$ cat config.mk
export PLATFORM = sky130hd
export DESIGN_NAME = led_matrix_pwm_scan_driver_unit
export DESIGN_NICKNAME = d
export VERILOG_FILES = /design/src/rtl/lmsd_pkg.sv /design/src/rtl/led_matrix_pwm_scan_driver_unit.sv /design/src/rtl/lmsd_front.sv /design/src/rtl/lmsd_queue.sv /design/src/rtl/lmsd_back.sv
export SDC_FILE = /design/constraint.sdc
export NUM_CORES = 2
export LEC_CHECK = 0
export BUFFER_PORTS_ARGS = -buffer_cell sky130_fd_sc_hd__buf_4
export CAP_MARGIN = 20
export CORE_ASPECT_RATIO = 1.1
export CORE_MARGIN = 8
export CORE_UTILIZATION = 54
export DETAILED_ROUTE_END_ITERATION = 16
export HOLD_SLACK_MARGIN = 0.06
export PLACE_DENSITY = 0.67
export SYNTH_ARGS = -nofsm -noshare
export SYNTH_HDL_FRONTEND = slang
export SYNTH_HIERARCHICAL = 1
export SYNTH_SLANG_ARGS = --single-unit
$ cat constraint.sdc
create_clock -name clk -period 10.25 [get_ports clk]
set_input_delay 1.025 -clock clk [delete_from_list [all_inputs] [get_ports clk]]
set_output_delay 1.025 -clock clk [all_outputs]
set_load 0.01 [all_outputs]
$ cat src/rtl/lmsd_pkg.sv
// lmsd_pkg: shared types and constants for the LED matrix scan driver.
// Holds the queue word layout, the operation codes and the back-end state enum.
// Depends on nothing.
`timescale 1ns / 1ps
`default_nettype none
package lmsd_pkg;

  localparam int LEVEL_W    = 8;  // width of one input colour channel
  localparam int X_W        = 5;  // width of a pixel column field
  localparam int Y_W        = 4;  // width of a pixel row field
  localparam int RGB_W      = 3;  // one data pin per colour
  localparam int ROW_ADDR_W = 3;  // panel row address pins
  localparam int COL_OUT_W  = 5;  // reported shift column

  localparam int Q_DEPTH  = 2;
  localparam int QPTR_W   = $clog2(Q_DEPTH);
  localparam int QCOUNT_W = QPTR_W + 1;

  localparam logic KIND_TICK = 1'b1;

  typedef enum logic {
    OP_WRITE,
    OP_TICK
  } op_t;

  typedef enum logic {
    ST_CLEAR,
    ST_RUN
  } back_state_t;

  // One classified word on its way from the front end to the back end.
  typedef struct packed {
    op_t                op;
    logic               bottom;
    logic [Y_W-1:0]     row;
    logic [X_W-1:0]     col;
    logic [LEVEL_W-1:0] red;
    logic [LEVEL_W-1:0] green;
    logic [LEVEL_W-1:0] blue;
  } q_entry_t;

  typedef struct packed {
    logic     valid;
    q_entry_t entry;
  } q_head_t;

endpackage
`default_nettype wire

$ cat src/rtl/led_matrix_pwm_scan_driver_unit.sv
// LED matrix PWM scan driver: frame buffer plus column-shift sequencer.
// A tick word goes through the queue, the read stage and the result register.
// One word per cycle when not stalled; each tick reads each half memory once.
// Reset: synchronous, active low; then a clear sweep writes black into all
// HALF_ROWS*PANEL_COLUMNS words of both halves while in_stall stays high.
// Writes give no result; writes outside the panel are taken and dropped.
`timescale 1ns / 1ps
`default_nettype none
module led_matrix_pwm_scan_driver_unit #(
  parameter int PANEL_COLUMNS = 32,
  parameter int HALF_ROWS     = 8,
  parameter int COLOR_BITS    = 2
) (
  input  wire logic                            clk,
  input  wire logic                            rst_n,
  input  wire logic                            in_valid,
  output logic                                 in_stall,
  input  wire logic                            in_kind,
  input  wire logic [lmsd_pkg::X_W-1:0]        in_column_x,
  input  wire logic [lmsd_pkg::Y_W-1:0]        in_row_y,
  input  wire logic [lmsd_pkg::LEVEL_W-1:0]    in_red_level,
  input  wire logic [lmsd_pkg::LEVEL_W-1:0]    in_green_level,
  input  wire logic [lmsd_pkg::LEVEL_W-1:0]    in_blue_level,
  output logic                                 out_valid,
  input  wire logic                            out_stall,
  output logic [lmsd_pkg::RGB_W-1:0]           out_top_rgb,
  output logic [lmsd_pkg::RGB_W-1:0]           out_bottom_rgb,
  output logic [lmsd_pkg::ROW_ADDR_W-1:0]      out_row_address,
  output logic [lmsd_pkg::COL_OUT_W-1:0]       out_shift_column,
  output logic                                 out_latch_row,
  output logic                                 out_frame_end
);

  lmsd_pkg::q_entry_t front_entry;
  lmsd_pkg::q_head_t  q_head;
  logic               front_keep;
  logic               q_full;
  logic               q_pop;
  logic               clearing;
  logic               accept;

  // hold off new words during the clear sweep and while the queue is full
  assign in_stall = clearing || q_full;
  assign accept   = in_valid && !in_stall;

  // front: decode kind, range check, pick half, shorten channels
  lmsd_front #(
    .PANEL_COLUMNS (PANEL_COLUMNS),
    .HALF_ROWS     (HALF_ROWS),
    .COLOR_BITS    (COLOR_BITS)
  ) u_front (
    .in_kind        (in_kind),
    .in_column_x    (in_column_x),
    .in_row_y       (in_row_y),
    .in_red_level   (in_red_level),
    .in_green_level (in_green_level),
    .in_blue_level  (in_blue_level),
    .entry          (front_entry),
    .keep           (front_keep)
  );

  // queue: decouple acceptance from the result handshake; order is kept,
  // so a write is always seen by every later tick
  lmsd_queue u_queue (
    .clk        (clk),
    .rst_n      (rst_n),
    .push       (accept && front_keep),
    .push_entry (front_entry),
    .full       (q_full),
    .pop        (q_pop),
    .head       (q_head)
  );

  // back: memories, scan counters, read stage and result register
  lmsd_back #(
    .PANEL_COLUMNS (PANEL_COLUMNS),
    .HALF_ROWS     (HALF_ROWS),
    .COLOR_BITS    (COLOR_BITS)
  ) u_back (
    .clk              (clk),
    .rst_n            (rst_n),
    .head             (q_head),
    .pop              (q_pop),
    .clearing         (clearing),
    .out_valid        (out_valid),
    .out_stall        (out_stall),
    .out_top_rgb      (out_top_rgb),
    .out_bottom_rgb   (out_bottom_rgb),
    .out_row_address  (out_row_address),
    .out_shift_column (out_shift_column),
    .out_latch_row    (out_latch_row),
    .out_frame_end    (out_frame_end)
  );

endmodule
`default_nettype wire

$ cat src/rtl/lmsd_front.sv
// lmsd_front: classifies incoming words into pixel writes and scan ticks.
// Drops writes outside the panel, picks the half and shortens the channels.
// Depends on lmsd_pkg.
`timescale 1ns / 1ps
`default_nettype none
module lmsd_front #(
  parameter int PANEL_COLUMNS = 32,
  parameter int HALF_ROWS     = 8,
  parameter int COLOR_BITS    = 2
) (
  input  wire logic                         in_kind,
  input  wire logic [lmsd_pkg::X_W-1:0]     in_column_x,
  input  wire logic [lmsd_pkg::Y_W-1:0]     in_row_y,
  input  wire logic [lmsd_pkg::LEVEL_W-1:0] in_red_level,
  input  wire logic [lmsd_pkg::LEVEL_W-1:0] in_green_level,
  input  wire logic [lmsd_pkg::LEVEL_W-1:0] in_blue_level,
  output lmsd_pkg::q_entry_t                entry,
  output logic                              keep
);

  localparam int SHIFT = lmsd_pkg::LEVEL_W - COLOR_BITS;

  logic [7:0] x_ext;
  logic [6:0] y_ext;
  logic [6:0] y_low;
  logic       is_tick;
  logic       in_range;
  logic       bottom;

  always_comb begin
    x_ext    = {3'b0, in_column_x};
    y_ext    = {3'b0, in_row_y};
    is_tick  = (in_kind == lmsd_pkg::KIND_TICK);
    in_range = (x_ext < 8'(PANEL_COLUMNS)) && (y_ext < 7'(2 * HALF_ROWS));
    bottom   = (y_ext >= 7'(HALF_ROWS));
    y_low    = bottom ? (y_ext - 7'(HALF_ROWS)) : y_ext;

    keep         = is_tick || in_range;
    entry.op     = is_tick ? lmsd_pkg::OP_TICK : lmsd_pkg::OP_WRITE;
    entry.bottom = bottom;
    entry.row    = y_low[lmsd_pkg::Y_W-1:0];
    entry.col    = in_column_x;
    // keep the top COLOR_BITS bits of each channel
    entry.red    = in_red_level >> SHIFT;
    entry.green  = in_green_level >> SHIFT;
    entry.blue   = in_blue_level >> SHIFT;
  end

endmodule
`default_nettype wire

$ cat src/rtl/lmsd_queue.sv
// lmsd_queue: short FIFO between the front end and the back end.
// Lets the front accept while the back waits on the result side.
// Depends on lmsd_pkg.
`timescale 1ns / 1ps
`default_nettype none
module lmsd_queue (
  input  wire logic                clk,
  input  wire logic                rst_n,
  input  wire logic                push,
  input  wire lmsd_pkg::q_entry_t  push_entry,
  output logic                     full,
  input  wire logic                pop,
  output lmsd_pkg::q_head_t        head
);

  lmsd_pkg::q_entry_t                slots_r [lmsd_pkg::Q_DEPTH];
  logic [lmsd_pkg::QPTR_W-1:0]       wr_ptr_r, wr_ptr_nxt;
  logic [lmsd_pkg::QPTR_W-1:0]       rd_ptr_r, rd_ptr_nxt;
  logic [lmsd_pkg::QCOUNT_W-1:0]     count_r, count_nxt;
  logic                              do_push;
  logic                              do_pop;

  always_comb begin
    full       = (count_r == lmsd_pkg::QCOUNT_W'(lmsd_pkg::Q_DEPTH));
    head.valid = (count_r != '0);
    head.entry = slots_r[rd_ptr_r];
    do_push    = push && !full;
    do_pop     = pop && head.valid;
    wr_ptr_nxt = do_push ? wr_ptr_r + 1'b1 : wr_ptr_r;
    rd_ptr_nxt = do_pop ? rd_ptr_r + 1'b1 : rd_ptr_r;
    count_nxt  = count_r;
    if (do_push && !do_pop) begin
      count_nxt = count_r + 1'b1;
    end else if (do_pop && !do_push) begin
      count_nxt = count_r - 1'b1;
    end
  end

  always_ff @(posedge clk) begin
    if (!rst_n) begin
      wr_ptr_r <= '0;
      rd_ptr_r <= '0;
      count_r  <= '0;
    end else begin
      wr_ptr_r <= wr_ptr_nxt;
      rd_ptr_r <= rd_ptr_nxt;
      count_r  <= count_nxt;
    end
  end

  always_ff @(posedge clk) begin
    if (do_push) begin
      slots_r[wr_ptr_r] <= push_entry;
    end
  end

endmodule
`default_nettype wire

$ cat src/rtl/lmsd_back.sv
// lmsd_back: pixel memories, scan sequencer and result register.
// Clears both halves after reset, then carries out writes and ticks in order.
// Depends on lmsd_pkg.
`timescale 1ns / 1ps
`default_nettype none
module lmsd_back #(
  parameter int PANEL_COLUMNS = 32,
  parameter int HALF_ROWS     = 8,
  parameter int COLOR_BITS    = 2
) (
  input  wire logic                            clk,
  input  wire logic                            rst_n,
  input  wire lmsd_pkg::q_head_t               head,
  output logic                                 pop,
  output logic                                 clearing,
  output logic                                 out_valid,
  input  wire logic                            out_stall,
  output logic [lmsd_pkg::RGB_W-1:0]           out_top_rgb,
  output logic [lmsd_pkg::RGB_W-1:0]           out_bottom_rgb,
  output logic [lmsd_pkg::ROW_ADDR_W-1:0]      out_row_address,
  output logic [lmsd_pkg::COL_OUT_W-1:0]       out_shift_column,
  output logic                                 out_latch_row,
  output logic                                 out_frame_end
);

  localparam int DEPTH  = HALF_ROWS * PANEL_COLUMNS;
  localparam int ADDR_W = $clog2(DEPTH);
  localparam int ROW_W  = $clog2(HALF_ROWS);
  localparam int COL_W  = $clog2(PANEL_COLUMNS);
  localparam int WORD_W = 3 * COLOR_BITS;

  // pixel memories, word = {red, green, blue}
  logic [WORD_W-1:0] top_mem    [DEPTH];
  logic [WORD_W-1:0] bottom_mem [DEPTH];
  logic [WORD_W-1:0] top_rd_r;
  logic [WORD_W-1:0] bottom_rd_r;

  lmsd_pkg::back_state_t state_r, state_nxt;
  logic [ADDR_W-1:0]     clr_addr_r, clr_addr_nxt;

  logic [COL_W-1:0]      col_r, col_nxt;
  logic [ROW_W-1:0]      row_r, row_nxt;
  logic [COLOR_BITS-1:0] lvl_r, lvl_nxt;

  logic                  s1_valid_r, s1_valid_nxt;
  logic [COLOR_BITS-1:0] s1_lvl_r;
  logic [ROW_W-1:0]      s1_row_r;
  logic [COL_W-1:0]      s1_col_r;
  logic                  s1_latch_r;
  logic                  s1_frame_r;

  logic                  out_valid_r, out_valid_nxt;
  logic [lmsd_pkg::RGB_W-1:0]      top_rgb_r, bottom_rgb_r;
  logic [lmsd_pkg::ROW_ADDR_W-1:0] row_addr_r;
  logic [lmsd_pkg::COL_OUT_W-1:0]  shift_col_r;
  logic                  latch_r, frame_r;

  logic                  s1_move;
  logic                  tick_room;
  logic                  tick_go;
  logic                  wr_go;
  logic                  last_col, last_row, last_lvl;
  logic [ROW_W+3:0]      wr_row_ext;
  logic [COL_W+4:0]      wr_col_ext;
  logic [ADDR_W-1:0]     wr_addr;
  logic [ADDR_W-1:0]     scan_addr;
  logic [WORD_W-1:0]     wr_word;
  logic                  top_we, bottom_we;
  logic [ADDR_W-1:0]     mem_waddr;
  logic [WORD_W-1:0]     mem_wdata;
  logic [ROW_W+2:0]      s1_row_ext;
  logic [COL_W+4:0]      s1_col_ext;
  logic [lmsd_pkg::RGB_W-1:0] top_code, bottom_code;

  // next state of the clear sweep
  always_comb begin
    state_nxt = state_r;
    case (state_r)
      lmsd_pkg::ST_CLEAR: begin
        if (clr_addr_r == ADDR_W'(DEPTH - 1)) begin
          state_nxt = lmsd_pkg::ST_RUN;
        end
      end
      lmsd_pkg::ST_RUN: state_nxt = lmsd_pkg::ST_RUN;
      default:          state_nxt = lmsd_pkg::ST_CLEAR;
    endcase
  end

  // state outputs
  always_comb begin
    case (state_r)
      lmsd_pkg::ST_CLEAR: clearing = 1'b1;
      lmsd_pkg::ST_RUN:   clearing = 1'b0;
      default:            clearing = 1'b1;
    endcase
    clr_addr_nxt = clearing ? clr_addr_r + 1'b1 : '0;
  end

  always_comb begin
    s1_move   = s1_valid_r && (!out_valid_r || !out_stall);
    tick_room = !s1_valid_r || s1_move;
    pop       = head.valid && !clearing &&
                ((head.entry.op == lmsd_pkg::OP_WRITE) || tick_room);
    tick_go   = pop && (head.entry.op == lmsd_pkg::OP_TICK);
    wr_go     = pop && (head.entry.op == lmsd_pkg::OP_WRITE);

    wr_row_ext = {{ROW_W{1'b0}}, head.entry.row};
    wr_col_ext = {{COL_W{1'b0}}, head.entry.col};
    wr_addr    = ADDR_W'(wr_row_ext[ROW_W-1:0]) * ADDR_W'(PANEL_COLUMNS)
               + ADDR_W'(wr_col_ext[COL_W-1:0]);
    scan_addr  = ADDR_W'(row_r) * ADDR_W'(PANEL_COLUMNS) + ADDR_W'(col_r);
    wr_word    = {head.entry.red[COLOR_BITS-1:0],
                  head.entry.green[COLOR_BITS-1:0],
                  head.entry.blue[COLOR_BITS-1:0]};

    top_we    = clearing || (wr_go && !head.entry.bottom);
    bottom_we = clearing || (wr_go && head.entry.bottom);
    mem_waddr = clearing ? clr_addr_r : wr_addr;
    mem_wdata = clearing ? '0 : wr_word;

    // scan order: column fastest, then row, then PWM level
    last_col = (col_r == COL_W'(PANEL_COLUMNS - 1));
    last_row = (row_r == ROW_W'(HALF_ROWS - 1));
    last_lvl = (lvl_r == '1);
    col_nxt  = col_r;
    row_nxt  = row_r;
    lvl_nxt  = lvl_r;
    if (tick_go) begin
      if (!last_col) begin
        col_nxt = col_r + 1'b1;
      end else begin
        col_nxt = '0;
        if (!last_row) begin
          row_nxt = row_r + 1'b1;
        end else begin
          row_nxt = '0;
          lvl_nxt = last_lvl ? COLOR_BITS'(1) : lvl_r + 1'b1;
        end
      end
    end

    s1_valid_nxt  = tick_go || (s1_valid_r && !s1_move);
    out_valid_nxt = s1_move || (out_valid_r && out_stall);

    // a channel is lit when its stored level reaches the PWM level
    top_code = {top_rd_r[3*COLOR_BITS-1:2*COLOR_BITS] >= s1_lvl_r,
                top_rd_r[2*COLOR_BITS-1:COLOR_BITS] >= s1_lvl_r,
                top_rd_r[COLOR_BITS-1:0] >= s1_lvl_r};
    bottom_code = {bottom_rd_r[3*COLOR_BITS-1:2*COLOR_BITS] >= s1_lvl_r,
                   bottom_rd_r[2*COLOR_BITS-1:COLOR_BITS] >= s1_lvl_r,
                   bottom_rd_r[COLOR_BITS-1:0] >= s1_lvl_r};
    s1_row_ext = {3'b0, s1_row_r};
    s1_col_ext = {5'b0, s1_col_r};
  end

  always_ff @(posedge clk) begin
    if (!rst_n) begin
      state_r     <= lmsd_pkg::ST_CLEAR;
      clr_addr_r  <= '0;
      col_r       <= '0;
      row_r       <= '0;
      lvl_r       <= COLOR_BITS'(1);
      s1_valid_r  <= 1'b0;
      out_valid_r <= 1'b0;
    end else begin
      state_r     <= state_nxt;
      clr_addr_r  <= clr_addr_nxt;
      col_r       <= col_nxt;
      row_r       <= row_nxt;
      lvl_r       <= lvl_nxt;
      s1_valid_r  <= s1_valid_nxt;
      out_valid_r <= out_valid_nxt;
    end
  end

  // tick metadata travels alongside the memory read
  always_ff @(posedge clk) begin
    if (tick_go) begin
      s1_lvl_r   <= lvl_r;
      s1_row_r   <= row_r;
      s1_col_r   <= col_r;
      s1_latch_r <= last_col;
      s1_frame_r <= last_col && last_row && last_lvl;
    end
    if (s1_move) begin
      top_rgb_r    <= top_code;
      bottom_rgb_r <= bottom_code;
      row_addr_r   <= s1_row_ext[lmsd_pkg::ROW_ADDR_W-1:0];
      shift_col_r  <= s1_col_ext[lmsd_pkg::COL_OUT_W-1:0];
      latch_r      <= s1_latch_r;
      frame_r      <= s1_frame_r;
    end
  end

  always_ff @(posedge clk) begin
    if (top_we) begin
      top_mem[mem_waddr] <= mem_wdata;
    end
    if (tick_go) begin
      top_rd_r <= top_mem[scan_addr];
    end
  end

  always_ff @(posedge clk) begin
    if (bottom_we) begin
      bottom_mem[mem_waddr] <= mem_wdata;
    end
    if (tick_go) begin
      bottom_rd_r <= bottom_mem[scan_addr];
    end
  end

  assign out_valid        = out_valid_r;
  assign out_top_rgb      = top_rgb_r;
  assign out_bottom_rgb   = bottom_rgb_r;
  assign out_row_address  = row_addr_r;
  assign out_shift_column = shift_col_r;
  assign out_latch_row    = latch_r;
  assign out_frame_end    = frame_r;

endmodule
`default_nettype wire

==> flow_summary_export.csv <==
group,metric,value,unit
drt,antenna_violating_nets_post_route,0,
floorplanning,coreArea,231000,um^2
timing,timing_hold_violations_final,0,
floorplanning,design.portCount,56,
timing,grt_setup_unrepaired,"no",
drt,post_drt_wl_per_cell,32.8,um
grt,global_route.overflow_total,0,
grt,antenna_found_initial,10,
clocking,post_cts.resized_instances,0,
worst_setup_path,crit_path_max_fanout,80,
worst_setup_path,required_arrival_time_at_the_worst_endpoint,10.89,ns
finish,filler_cell_count,16400,
timing,max_freq,207,MHz
finish,stdcell_count,9599,
worst_setup_path,critPathLaunchType,"flip-flop",
floorplanning,fp-row-count,185,
clocking,clock-root-buffer,"clkbuf_16",
run_status,run_status,"completed",
synth,netlist_instances,6178,
clocking,cts-htree-levels,5,
min_path,whs_path_depth,1,
place,globalplace.congestion,0.821,
synth,warning_count_from_the_yosys_run,6,
min_path,hold_path_class,"primary input to flip-flop",
worst_setup_path,crit_top_cell,"buf_4",
worst_setup_path,critical_path_arrival,5.47,ns
clocking,tritoncts.num_buffers,315,
place,numPortBuffers,37,
run,drv.max_cap_violation_count,0,
drt,drc_errors_left,0,
timing,final_min_period_over_clock_period,0.472,
worst_setup_path,critPathTopFamily,"buffers and inverters",
timing,fin_setup_tns,0,ns
grt,grt_util_all_layers,0.252,
worst_setup_path,worst_r2r_path_depth,9,
timing,timing.max_slew.rel_slack,0.180,
place,place_hpwl,180000,um
worst_setup_path,worst_path_largest_cell_delay,1.02,ns
finish,area_of_the_multi_input_gates,27400,um^2
clocking,hold_buffers,0,
worst_setup_path,crit_path_slowest_cell,"a2111oi_1",
place,place.detailed.instances,9047,
floorplanning,dieWidth,475,um
timing,post-route-worst-setup-slack,5.41,ns
synth,average_instance_area_after_synthesis,20.2,um^2
timing,timing.final.setup_violations,0,
worst_setup_path,criticalPathCategory,"flip-flop to flip-flop",
power_and_ir_drop,cell_pwr_density,182,nW/um^2
clocking,cts.path.max_buffers,4,
drt,detail_route.wirelength,315000,um
timing,finClkSkew,0.0365,ns
worst_setup_path,worst-r2r-setup-slack,5.41,ns
floorplanning,start_util,0.542,
clocking,numClockSinks,3170,
place,post-place-ws,5.39,ns
synth,synth_fp_nets,6236,
clocking,worst_skew_pair.late_latency,0.93,ns
power_and_ir_drop,leakage_power_of_the_design,35.6,nW
drt,detail_route.first_pass.iterations,7,
finish,layout.cells.most_common_list,"3144 x edfxtp_1, 604 x nor2_1, 589 x mux4_2, 408 x mux2i_1, 320 x clkbuf_16",
min_path,worst_hold_startpoint,"in_blue_level[6]",
timing,layout_min_cycle_time,4.84,ns
timing,tightest_slew,1.23,ns
finish,layout.nets,6341,
floorplanning,die_area,247000,um^2
worst_setup_path,crit_chain,"buf_4 > buf_4 > or3b_4 > buf_12 > o22ai_1 > a211oi_1 > o21ai_0 > a2111oi_1 > nor4_1",
drt,via_count_of_the_routed_design,62800,
grt,first_pass_grt_wire_length,451000,um
worst_setup_path,critical_path.reg2reg.endpoint,"u_back/bottom_rd_r[5]",
clocking,tritoncts_clock_tree,"yes",
worst_setup_path,reg2reg_from,"u_back/col_r[2]",
grt,grt_start_max_net_pins,225,
grt,via_count_of_the_first_global_routing_pass,62800,
floorplanning,die_y,520,um
finish,synthToLayoutAreaGrowth,10.1,%
clocking,clock_pin_slew_of_the_registers_on_the_worst_case_setup_and_hold_paths,0.06,ns
drt,detailedRoute.firstIterationViolations,7609,
worst_setup_path,endpoint_kind,"flip-flop",
min_path,timing.hold.worst_endpoint,"u_queue/slots_r[1][0]",
finish,drive_above_1_share,0.194,
synth,syn_std_cell_area,125000,um^2
clocking,post-cts-setup-buffers,0,
worst_setup_path,crit_buf_inv,3,
finish,seqCellArea,95000,um^2
timing,maxSlewViolCount,0,
power_and_ir_drop,vdd_ir_drop_max,113,uV
drt,drt-vias-per-instance,6.55,
finish,layout.cells.most_common,"edfxtp_1",
-- area by class of cell --
type,instances,area share
flip-flops and latches,3170,0.691
diodes,14,0.000255
well taps,3085,0.0281
repair buffers,185,0.0122
clock inverters,149,0.00887
clock buffers,385,0.0600
inverters,28,0.000846
multi-input cells,2583,0.199
-- stage by stage --
step | cell area (um^2) | hold slack [ns] | power, W | utilization
final | 137000 | 0.276 | 0.0250 | 0.596
after global routing | 137000 | 0.240 | 0.0256 | 0.596
after CTS | 137000 | 0.203 | 0.0252 | 0.596
after detailed placement | 128000 | 0.405 | 0.0145 | 0.555
after global placement | 128000 | 0.403 | 0.0145 | 0.555
after floorplan | 125000 | 0.400 | 0.0144 | -
-- power breakdown --
group	internal, W	leakage (nW)	switching, W	total (W)
combinational	0.0000347	6.87	0.000111	0.000145
clock	0.00622	4.62	0.00462	0.0108
sequential	0.0140	24.1	0.00000504	0.0140
total	0.0203	35.6	0.00473	0.0250
-- routing by layer --
layer / global-route usage / vias to the layer above / share of wire / wire length (um)
met5: 0 / - / 0.000073 / 23
met4: 0.102 / 4 / 0.042 / 13300
li1: - / 25600 / - / -
met1: 0.345 / 33300 / 0.38 / 120000
met2: 0.397 / 3284 / 0.48 / 151000
met3: 0.0568 / 616 / 0.097 / 30700
-- registers in the layout, indices dropped and copies added (netlist names), 2 cells and up, named ones only --
register,count
u_back/lvl_r,2
u_back/top_rd_r,6
u_back/out_top_rgb,3
u_back/s1_row_r,3
u_back/out_row_address,3
u_back/s1_col_r,5
u_back/bottom_rd_r,6
u_back/row_r,3
u_queue/slots_r,32
u_back/out_shift_column,5
u_queue/count_r,2
u_back/s1_lvl_r,2
u_back/clr_addr_r,8
u_back/col_r,5
u_back/top_mem,1536
u_back/bottom_mem,1536
u_back/out_bottom_rgb,3
-- how the worst max path moves through the flow --
stage	startpoint	endpoint	slack, ns	depth (start not counted)
floorplan	flip-flop	u_back/bottom_mem[0][5]	1.51	4
global placement	u_back/col_r[0]	u_back/top_rd_r[0]	5.39	8
detailed placement	u_back/col_r[0]	u_back/top_rd_r[0]	5.39	8
CTS	u_back/col_r[0]	u_back/top_rd_r[0]	5.40	8
global route	u_back/col_r[0]	u_back/top_rd_r[0]	5.18	8
finish	u_back/col_r[2]	u_back/bottom_rd_r[5]	5.41	9
Power figures use the tool's default switching activity.
